**config.mk**
```make
export PLATFORM = sky130hd
export DESIGN_NAME = stereo_fir_filter_saturating
export DESIGN_NICKNAME = d
export VERILOG_FILES = /design/src/sff_pkg.sv /design/src/sff_ram.sv /design/src/sff_ctrl.sv /design/src/sff_datapath.sv /design/src/stereo_fir_filter_saturating.sv
export VERILOG_INCLUDE_DIRS = /design/src /design/src/src
export SDC_FILE = /design/constraint.sdc
export NUM_CORES = 2
export LEC_CHECK = 0
export BUFFER_PORTS_ARGS = -buffer_cell sky130_fd_sc_hd__buf_2
export CORE_MARGIN = 1
export CORE_UTILIZATION = 55
export DETAILED_ROUTE_END_ITERATION = 12
export PLACE_DENSITY_LB_ADDON = 0.3
export SYNTH_ARGS = -nofsm -noshare
export SYNTH_HDL_FRONTEND = slang
export SYNTH_HIERARCHICAL = 1
export SYNTH_SLANG_ARGS = --single-unit
```
**constraint.sdc**
```tcl
create_clock -name clk -period 9.9 [get_ports clk]
set_input_delay 0.99 -clock clk [delete_from_list [all_inputs] [get_ports clk]]
set_output_delay 0.99 -clock clk [all_outputs]
set_load 0.02 [all_outputs]
```
**src/stereo_fir_filter_saturating_defines.svh**
```systemverilog
// ----------------------------------------------------------------------------
// Stereo FIR filter assertion macros
// Concurrent check macros, clocked on clk and disabled while rst is high.
// ----------------------------------------------------------------------------
`ifndef STEREO_FIR_FILTER_SATURATING_DEFINES_SVH
`define STEREO_FIR_FILTER_SATURATING_DEFINES_SVH
`ifndef SYNTHESIS
// Check a property on every rising clock edge outside reset.
`define SFF_ASSERT(lbl, prop) \
  lbl: assert property (@(posedge clk) disable iff (rst) (prop)) \
    else $error("stereo fir filter: check failed");
// Check that a condition never holds outside reset.
`define SFF_NEVER(lbl, cond) \
  lbl: assert property (@(posedge clk) disable iff (rst) !(cond)) \
    else $error("stereo fir filter: forbidden condition");
`else
`define SFF_ASSERT(lbl, prop)
`define SFF_NEVER(lbl, cond)
`endif
`endif

```
**src/sff_pkg.sv**
```systemverilog
// ----------------------------------------------------------------------------
// Stereo FIR filter package
// Field widths, operation codes and controller/datapath interface types.
// ----------------------------------------------------------------------------
package sff_pkg;

  localparam int SAMPLE_W     = 16;
  localparam int IDX_W        = 5;
  localparam int IN_TDATA_W   = 24;
  localparam int IN_TUSER_W   = 2;
  localparam int OUT_TDATA_W  = 16;
  localparam int OUT_TUSER_W  = 2;
  localparam int PROD_W       = 32;
  localparam int FRAC_BITS    = 15;

  // Item kinds carried on the input tuser
  localparam logic OP_SAMPLE = 1'b0;
  localparam logic OP_COEF   = 1'b1;

  // Controller to datapath commands
  typedef struct packed {
    logic coef_wr;   // store one coefficient
    logic samp_wr;   // push a sample and arm a new sum
    logic issue;     // read one tap and advance
    logic out_load;  // move the finished sum into the output register
  } sff_cmd_t;

  // Datapath to controller status
  typedef struct packed {
    logic last_tap;  // current tap is the final one
    logic pipe_busy; // products still in flight
    logic out_full;  // output register holds an untaken result
  } sff_status_t;

endpackage

```
**src/sff_ram.sv**
```systemverilog
// ----------------------------------------------------------------------------
// Generic RAM
// One write port and one read port with registered read data.
// ----------------------------------------------------------------------------
module sff_ram #(
  parameter int WIDTH = 16,
  parameter int DEPTH = 32
) (
  input  logic                     clk,
  input  logic                     we,
  input  logic [$clog2(DEPTH)-1:0] waddr,
  input  logic [WIDTH-1:0]         wdata,
  input  logic                     re,
  input  logic [$clog2(DEPTH)-1:0] raddr,
  output logic [WIDTH-1:0]         rdata
);

  logic [WIDTH-1:0] mem [DEPTH];

  always_ff @(posedge clk) begin
    if (we) begin
      mem[waddr] <= wdata;
    end
    if (re) begin
      rdata <= mem[raddr];
    end
  end

endmodule

```
**src/sff_ctrl.sv**
```systemverilog
// ----------------------------------------------------------------------------
// Stereo FIR filter controller
// Sequences accept, tap reads, pipeline drain and result hand-off.
// ----------------------------------------------------------------------------
module sff_ctrl
  import sff_pkg::*;
(
  input  logic        clk,
  input  logic        rst,
  input  logic        in_valid,
  input  logic        in_op,
  output logic        in_ready,
  input  logic        out_ready,
  input  sff_status_t status,
  output sff_cmd_t    cmd
);

  typedef enum logic [3:0] {
    S_IDLE  = 4'b0001,
    S_RUN   = 4'b0010,
    S_FLUSH = 4'b0100,
    S_DONE  = 4'b1000
  } state_t;

  state_t state, state_next;

  always_ff @(posedge clk) begin
    if (rst) begin
      state <= S_IDLE;
    end else begin
      state <= state_next;
    end
  end

  always_comb begin
    state_next = state;
    cmd        = '0;
    // hold the input closed while reset is applied
    in_ready   = (state == S_IDLE) && !rst;
    case (state)
      S_IDLE: begin
        if (in_valid && in_ready) begin
          if (in_op == OP_COEF) begin
            cmd.coef_wr = 1'b1;
          end else begin
            cmd.samp_wr = 1'b1;
            state_next  = S_RUN;
          end
        end
      end
      S_RUN: begin
        cmd.issue = 1'b1;
        if (status.last_tap) begin
          state_next = S_FLUSH;
        end
      end
      S_FLUSH: begin
        if (!status.pipe_busy) begin
          state_next = S_DONE;
        end
      end
      S_DONE: begin
        // hold until the output register is free or being emptied
        if (!status.out_full || out_ready) begin
          cmd.out_load = 1'b1;
          state_next   = S_IDLE;
        end
      end
      default: begin
        state_next = S_IDLE;
      end
    endcase
  end

endmodule

```
**src/sff_datapath.sv**
```systemverilog
// ----------------------------------------------------------------------------
// Stereo FIR filter datapath
// Delay-line and coefficient memories, MAC pipeline, rounding and clamp.
// ----------------------------------------------------------------------------
module sff_datapath
  import sff_pkg::*;
#(
  parameter int TAPS = 32
) (
  input  logic                       clk,
  input  logic                       rst,
  input  sff_cmd_t                   cmd,
  output sff_status_t                status,
  input  logic                       channel,
  input  logic [IDX_W-1:0]           tap_index,
  input  logic signed [SAMPLE_W-1:0] value,
  output logic                       out_valid,
  input  logic                       out_ready,
  output logic signed [SAMPLE_W-1:0] filtered_sample,
  output logic                       out_channel,
  output logic                       clipped
);

  localparam int AW    = $clog2(TAPS);
  localparam int FW    = $clog2(TAPS + 1);
  localparam int EW    = (AW > IDX_W) ? AW : IDX_W;
  localparam int ACC_W = PROD_W + $clog2(TAPS);
  localparam int QW    = ACC_W - FRAC_BITS;

  localparam logic signed [QW-1:0] Q_MAX = QW'(32767);
  localparam logic signed [QW-1:0] Q_MIN = QW'(-32768);
  localparam logic [ACC_W-1:0]     RND   = ACC_W'((1 << FRAC_BITS) - 1);

  // Per-channel write pointer and fill count
  logic [AW-1:0]    wp [2];
  logic [FW-1:0]    fill [2];
  logic [AW-1:0]    wp_new;
  logic [FW-1:0]    fill_new;

  logic             ch_r;
  logic [AW-1:0]    rp;
  logic [AW-1:0]    k;
  logic [TAPS-1:0]  coef_vld;

  logic [EW-1:0]    tap_wide;
  logic             tap_ok;

  logic [SAMPLE_W-1:0] l_rdata, r_rdata, c_rdata;
  logic             v1, v2;
  logic             s_ok1, c_ok1;
  logic signed [SAMPLE_W-1:0] mul_a, mul_b;
  logic signed [PROD_W-1:0]   prod;
  logic signed [ACC_W-1:0]    acc;
  logic signed [ACC_W-1:0]    acc_adj;
  logic signed [QW-1:0]       q;

  assign wp_new   = (wp[channel] == AW'(TAPS - 1)) ? '0 : wp[channel] + 1'b1;
  assign fill_new = (fill[channel] == FW'(TAPS)) ? fill[channel] : fill[channel] + 1'b1;

  assign tap_wide = EW'(tap_index);
  assign tap_ok   = (int'(tap_index) < TAPS);

  sff_ram #(.WIDTH(SAMPLE_W), .DEPTH(TAPS)) u_left_ram (
    .clk   (clk),
    .we    (cmd.samp_wr && !channel),
    .waddr (wp_new),
    .wdata (value),
    .re    (cmd.issue),
    .raddr (rp),
    .rdata (l_rdata)
  );

  sff_ram #(.WIDTH(SAMPLE_W), .DEPTH(TAPS)) u_right_ram (
    .clk   (clk),
    .we    (cmd.samp_wr && channel),
    .waddr (wp_new),
    .wdata (value),
    .re    (cmd.issue),
    .raddr (rp),
    .rdata (r_rdata)
  );

  sff_ram #(.WIDTH(SAMPLE_W), .DEPTH(TAPS)) u_coef_ram (
    .clk   (clk),
    .we    (cmd.coef_wr && tap_ok),
    .waddr (tap_wide[AW-1:0]),
    .wdata (value),
    .re    (cmd.issue),
    .raddr (k),
    .rdata (c_rdata)
  );

  // Control state
  always_ff @(posedge clk) begin
    if (rst) begin
      wp[0]    <= '0;
      wp[1]    <= '0;
      fill[0]  <= '0;
      fill[1]  <= '0;
      coef_vld <= '0;
      v1       <= 1'b0;
      v2       <= 1'b0;
      out_valid <= 1'b0;
    end else begin
      if (cmd.samp_wr) begin
        wp[channel]   <= wp_new;
        fill[channel] <= fill_new;
      end
      if (cmd.coef_wr && tap_ok) begin
        coef_vld[tap_wide[AW-1:0]] <= 1'b1;
      end
      v1 <= cmd.issue;
      v2 <= v1;
      if (cmd.out_load) begin
        out_valid <= 1'b1;
      end else if (out_ready) begin
        out_valid <= 1'b0;
      end
    end
  end

  // Tap walk: newest sample first, read pointer steps back with wrap
  always_ff @(posedge clk) begin
    if (cmd.samp_wr) begin
      ch_r <= channel;
      rp   <= wp_new;
      k    <= '0;
    end else if (cmd.issue) begin
      rp <= (rp == '0) ? AW'(TAPS - 1) : rp - 1'b1;
      k  <= k + 1'b1;
    end
    if (cmd.issue) begin
      s_ok1 <= (FW'(k) < fill[ch_r]);
      c_ok1 <= coef_vld[k];
    end
  end

  // Unwritten entries read as zero
  always_comb begin
    mul_a = s_ok1 ? $signed(ch_r ? r_rdata : l_rdata) : '0;
    mul_b = c_ok1 ? $signed(c_rdata) : '0;
  end

  always_ff @(posedge clk) begin
    prod <= mul_a * mul_b;
    if (cmd.samp_wr) begin
      acc <= '0;
    end else if (v2) begin
      acc <= acc + {{(ACC_W - PROD_W){prod[PROD_W-1]}}, prod};
    end
  end

  // Divide by 2^15 toward zero: bias negative sums before the shift
  assign acc_adj = acc + (acc[ACC_W-1] ? $signed(RND) : $signed(ACC_W'(0)));
  assign q       = acc_adj[ACC_W-1:FRAC_BITS];

  always_ff @(posedge clk) begin
    if (cmd.out_load) begin
      out_channel <= ch_r;
      if (q > Q_MAX) begin
        filtered_sample <= Q_MAX[SAMPLE_W-1:0];
        clipped         <= 1'b1;
      end else if (q < Q_MIN) begin
        filtered_sample <= Q_MIN[SAMPLE_W-1:0];
        clipped         <= 1'b1;
      end else begin
        filtered_sample <= q[SAMPLE_W-1:0];
        clipped         <= 1'b0;
      end
    end
  end

  assign status.last_tap  = (k == AW'(TAPS - 1));
  assign status.pipe_busy = v1 | v2;
  assign status.out_full  = out_valid;

endmodule

```
**src/stereo_fir_filter_saturating.sv**
```systemverilog
// ----------------------------------------------------------------------------
// Stereo saturating FIR filter
// Direct-form FIR over two channels sharing one Q1.15 coefficient table.
// ----------------------------------------------------------------------------
// Usage:
//   The slave stream carries two kinds of request, chosen by s_axis_tuser[0].
//   A coefficient request stores one Q1.15 tap and returns nothing; the
//   block stays idle, so taps can be loaded back to back. Tap indexes at or
//   beyond TAPS are dropped.
//   A sample request pushes the sample into its channel's delay line and
//   returns one filtered sample on the master stream: the sum of products
//   over all taps, divided by 2^15 toward zero and clamped to int16, with
//   the clip flag in m_axis_tuser[1].
//   The single multiply-accumulate unit walks the taps one per cycle, and a
//   new sample request is taken only once the previous sum has been moved
//   into the output register.
//   Reset empties both delay lines and the coefficient table at once (per
//   entry valid bits and fill counts, no clearing pass); the block is ready
//   in the first cycle after reset.
//   A stalled receiver holds the result in the output register; the block
//   still takes the next request and only holds its own result back until
//   the register frees.
// ----------------------------------------------------------------------------
`include "stereo_fir_filter_saturating_defines.svh"

module stereo_fir_filter_saturating
  import sff_pkg::*;
#(
  parameter int TAPS = 32
) (
  input  logic                   clk,
  input  logic                   rst,
  input  logic                   s_axis_tvalid,
  output logic                   s_axis_tready,
  // [4:0] tap_index, [20:5] value, [23:21] zero
  input  logic [IN_TDATA_W-1:0]  s_axis_tdata,
  // [0] op, [1] channel
  input  logic [IN_TUSER_W-1:0]  s_axis_tuser,
  output logic                   m_axis_tvalid,
  input  logic                   m_axis_tready,
  // [15:0] filtered_sample
  output logic [OUT_TDATA_W-1:0] m_axis_tdata,
  // [0] out_channel, [1] clipped
  output logic [OUT_TUSER_W-1:0] m_axis_tuser
);

  sff_cmd_t    cmd;
  sff_status_t status;

  logic signed [SAMPLE_W-1:0] filtered_sample;
  logic                       out_channel;
  logic                       clipped;

  // Sequencer: accept, tap walk, drain, hand-off
  sff_ctrl u_ctrl (
    .clk       (clk),
    .rst       (rst),
    .in_valid  (s_axis_tvalid),
    .in_op     (s_axis_tuser[0]),
    .in_ready  (s_axis_tready),
    .out_ready (m_axis_tready),
    .status    (status),
    .cmd       (cmd)
  );

  // Memories, MAC pipeline and output register
  sff_datapath #(.TAPS(TAPS)) u_datapath (
    .clk             (clk),
    .rst             (rst),
    .cmd             (cmd),
    .status          (status),
    .channel         (s_axis_tuser[1]),
    .tap_index       (s_axis_tdata[IDX_W-1:0]),
    .value           (s_axis_tdata[IDX_W+SAMPLE_W-1:IDX_W]),
    .out_valid       (m_axis_tvalid),
    .out_ready       (m_axis_tready),
    .filtered_sample (filtered_sample),
    .out_channel     (out_channel),
    .clipped         (clipped)
  );

  assign m_axis_tdata = filtered_sample;
  assign m_axis_tuser = {clipped, out_channel};

  // Ready is only offered with the MAC pipeline empty
  `SFF_ASSERT(a_ready_pipe_empty, s_axis_tready |-> !status.pipe_busy)
  // A sample request closes the input until its sum is done
  `SFF_ASSERT(a_sample_blocks, cmd.samp_wr |=> !s_axis_tready)
  // Never overwrite a result the receiver has not taken
  `SFF_NEVER(a_no_overwrite, cmd.out_load && m_axis_tvalid && !m_axis_tready)

endmodule
```
==> run metrics <==
outcome complete, no violations; CTS sink count 1746; Setup CP Type flop to flop; CP startpoint kind flop; io pins 50; Setup WS post-layout 2.15 ns; CTS tree built; Final Slew Violations 0; Layout area overhead 9.08%; post-layout utilization of the core 60.6%; Min Hold Slack 0.422 ns; via count 45.6k; delay-heaviest family, CP adder cells; register bit count reported by yosys 1746; largest net degree at the start of global routing 153; clk_skew 0.0564 ns; mux contribution to synthesized area 10.5%; Post-synth EDFFs 1632; critical path's most frequent cell fa_1; CP endpoint kind flop; initial DRC count 4181; initial antenna violation count 10; placed cell count 7365; final hold vios 0; max cap viols 0; Mapped Area 81100 um^2; Routed WL 180 mm; Post-CTS Hold Buffers 0; synth unique cells 94; CP Data Required Time 10.59 ns; async set-reset flop share out of synthesis 0%; unrepaired setup endpoints after global routing no; Simple-Gate Fraction of Synth Area 6.32%; core footprint 146000 um^2; pre-CTS setup slack 2.18 ns; Pwr Total 16.1 mW; DR vias/cell 5.94; setup TNS 0 ns; layout cells sized above 1 9.06%; ys flop type edfxtp_1; CTS Buffer Depth 3; die area 149000 um^2; Yosys top cell area share 60.4%; Fmax 129 MHz; Slew headroom 18.0%; vias in the first global route 44.8k; synthesized area per cell 14.6 um^2; YS warnings 6; fin crit share 78.3%; Synth Area in Adders 8.70%; worst skew pair latency 0.83 ns; DR pass1 iterations 6; combinational family with the most area after synthesis multiplexers; number of nets in the layout 6059; post_cts resized 0; worst-margin pin slew 1.23 ns; XOR/XNOR share of the synthesized area 0.918%; Post-CTS Setup Inserts 0; Largest stage delay, worst path 1.05 ns; top post-synthesis cells by area edfxtp_1, mux2i_1, fa_1; most frequent cells in the layout edfxtp_1, mux2i_1, inv_1; CTS Buf Count 173; root buffer cell clkbuf_16; crit path cell chain and2_0 > nand2_1 > fa_1 > inv_1 > fa_1 > fa_1 > fa_1 > fa_1 > inv_1 > fa_1 > inv_1 > ha_1 > a211o_1 > a2111oi_0 > a21boi_2 > o21ai_2 > a31oi_4 > o21ai_1 > a2111oi_2 > nor3_1 > xor2_1; Yosys top cell by area edfxtp_1; routability cong. 0.943; slowest CP cell edfxtp_1; Finished Layout Cells 7688; register area share after synthesis 63.2%; PortBufs 46; Buffers & Inverters on Critical Path 3; crit-path max FO 38; Finished Cell Area 88500 um^2; dpl hpwl 110 mm; Die W 386 um; mean routed wirelength per cell 23.5 um; H-tree Lvls 4; Net Count, Synth 5990; Synth Area in Compound Gates 6.17%; Power Density 182 nW/um^2; grt ovf 0; commonest non-fill, non-tap cell in the layout edfxtp_1; minimum clock period 7.75 ns; placed cell area 82900 um^2; Detail Route Antenna Nets 0; Die H 386 um; WP data arrival 8.44 ns; cell row count 140; first-pass GRT wire length 270 mm; GRT Util Overall 24.2%; Synth Instances 5554; Clock transition at path regs 0.06 ns; Hold Path Class input port to flop; Finish-stage setup viols 0; VDD IR max 0.176 mV; DRC Markers 0; Pleak 32.2 nW; fill count 10.9k; Starting Density 55.5%
-- cells in the mapped netlist, drive strengths merged, types with 114 or more instances --
library cell and count:
fa 263, a21oi 199, nor2 367, edfxtp 1632
a22oi 195, nand2 293, mux2i 800, ha 143
nand3 128, dfxtp 114, inv 379, buf 186
-- layout make-up --
cell class	count	area, um^2	area share [%]
well taps	1917	2400	2.71
multi-input cells	3144	26500	30.0
flip-flops and latches	1746	51300	58.0
diodes	7	17.5	0.0198
clock buffers	221	4610	5.21
repair buffers	179	1310	1.48
inverters	379	1420	1.61
clock inverters	95	922	1.04
-- where the power goes --
| group | total (mW) | internal (mW) | switching (mW) |
|---|---|---|---|
| Clock | 6.35 | 3.62 | 2.73 |
| Combinational | 1.54 | 0.571 | 0.971 |
| Sequential | 8.21 | 8.13 | 0.0834 |
| Total | 16.1 | 12.3 | 3.78 |
-- registers in the layout (all words and copies together) (netlist names), named ones only --
| register | flops |
|---|---|
| u_datapath/out_channel | 1 |
| u_datapath/v1 | 1 |
| u_datapath/u_left_ram/mem | 512 |
| u_datapath/u_right_ram/mem | 512 |
| u_datapath/clipped | 1 |
| u_datapath/u_right_ram/rdata | 16 |
| u_datapath/k | 5 |
| u_datapath/c_ok1 | 1 |
| u_datapath/v2 | 1 |
| u_datapath/rp | 5 |
| u_datapath/prod | 32 |
| u_ctrl/state | 4 |
| u_datapath/filtered_sample | 16 |
| u_datapath/s_ok1 | 1 |
| u_datapath/u_coef_ram/mem | 512 |
| u_datapath/out_valid | 1 |
| u_datapath/u_left_ram/rdata | 16 |
| u_datapath/wp | 10 |
| u_datapath/ch_r | 1 |
| u_datapath/u_coef_ram/rdata | 16 |
| u_datapath/coef_vld | 32 |
| u_datapath/fill | 12 |
| u_datapath/acc | 37 |
-- worst register-to-register path: cells and delay by family (launching register included) --
kind / cells / cell delay, ns
AND/OR/NAND/NOR: 3 / 1.10
AO/OA/AOI/OAI: 7 / 1.71
adder cells (fa/ha/maj): 7 / 3.48
buffers and inverters: 3 / 0.15
flip-flops: 1 / 1.05
XOR/XNOR: 1 / 0.15
-- cell families (layout without fill, tap and decap cells) --
| family | count (synthesis) | in the layout |
|---|---|---|
| AO/OA/AOI/OAI | 723 | 723 |
| XOR/XNOR | 85 | 85 |
| AND/OR/NAND/NOR | 1097 | 1097 |
| flip-flops | 1746 | 1746 |
| other | 0 | 7 |
| buffers and inverters | 664 | 874 |
| multiplexers | 833 | 833 |
| adder cells (fa/ha/maj) | 406 | 406 |
-- routing by layer --
metal	global-route usage (%)	wire, um	vias up
li1	-	-	20700
met1	34.6	77200	22900
met2	38.5	85200	1747
met3	4.06	13900	287
met4	6.76	4170	2
met5	0	15	-
-- path summary, 6_finish.rpt --
check                                                 from                                        end  slack (ns)  cells after the start
worst min-delay path                      s_axis_tdata[10]  u_datapath/u_left_ram/mem[0][5]$_DFFE_PP_        0.42                      1
worst max register to register  u_datapath/c_ok1$_DFFE_PP_                u_datapath/prod[29]$_DFF_P_        2.15                     21
worst min register to register    u_datapath/v1$_SDFF_PP0_                   u_datapath/v2$_SDFF_PP0_        0.46                      1
worst max-delay path            u_datapath/c_ok1$_DFFE_PP_                u_datapath/prod[29]$_DFF_P_        2.15                     21
Power figures use the tool's default switching activity.
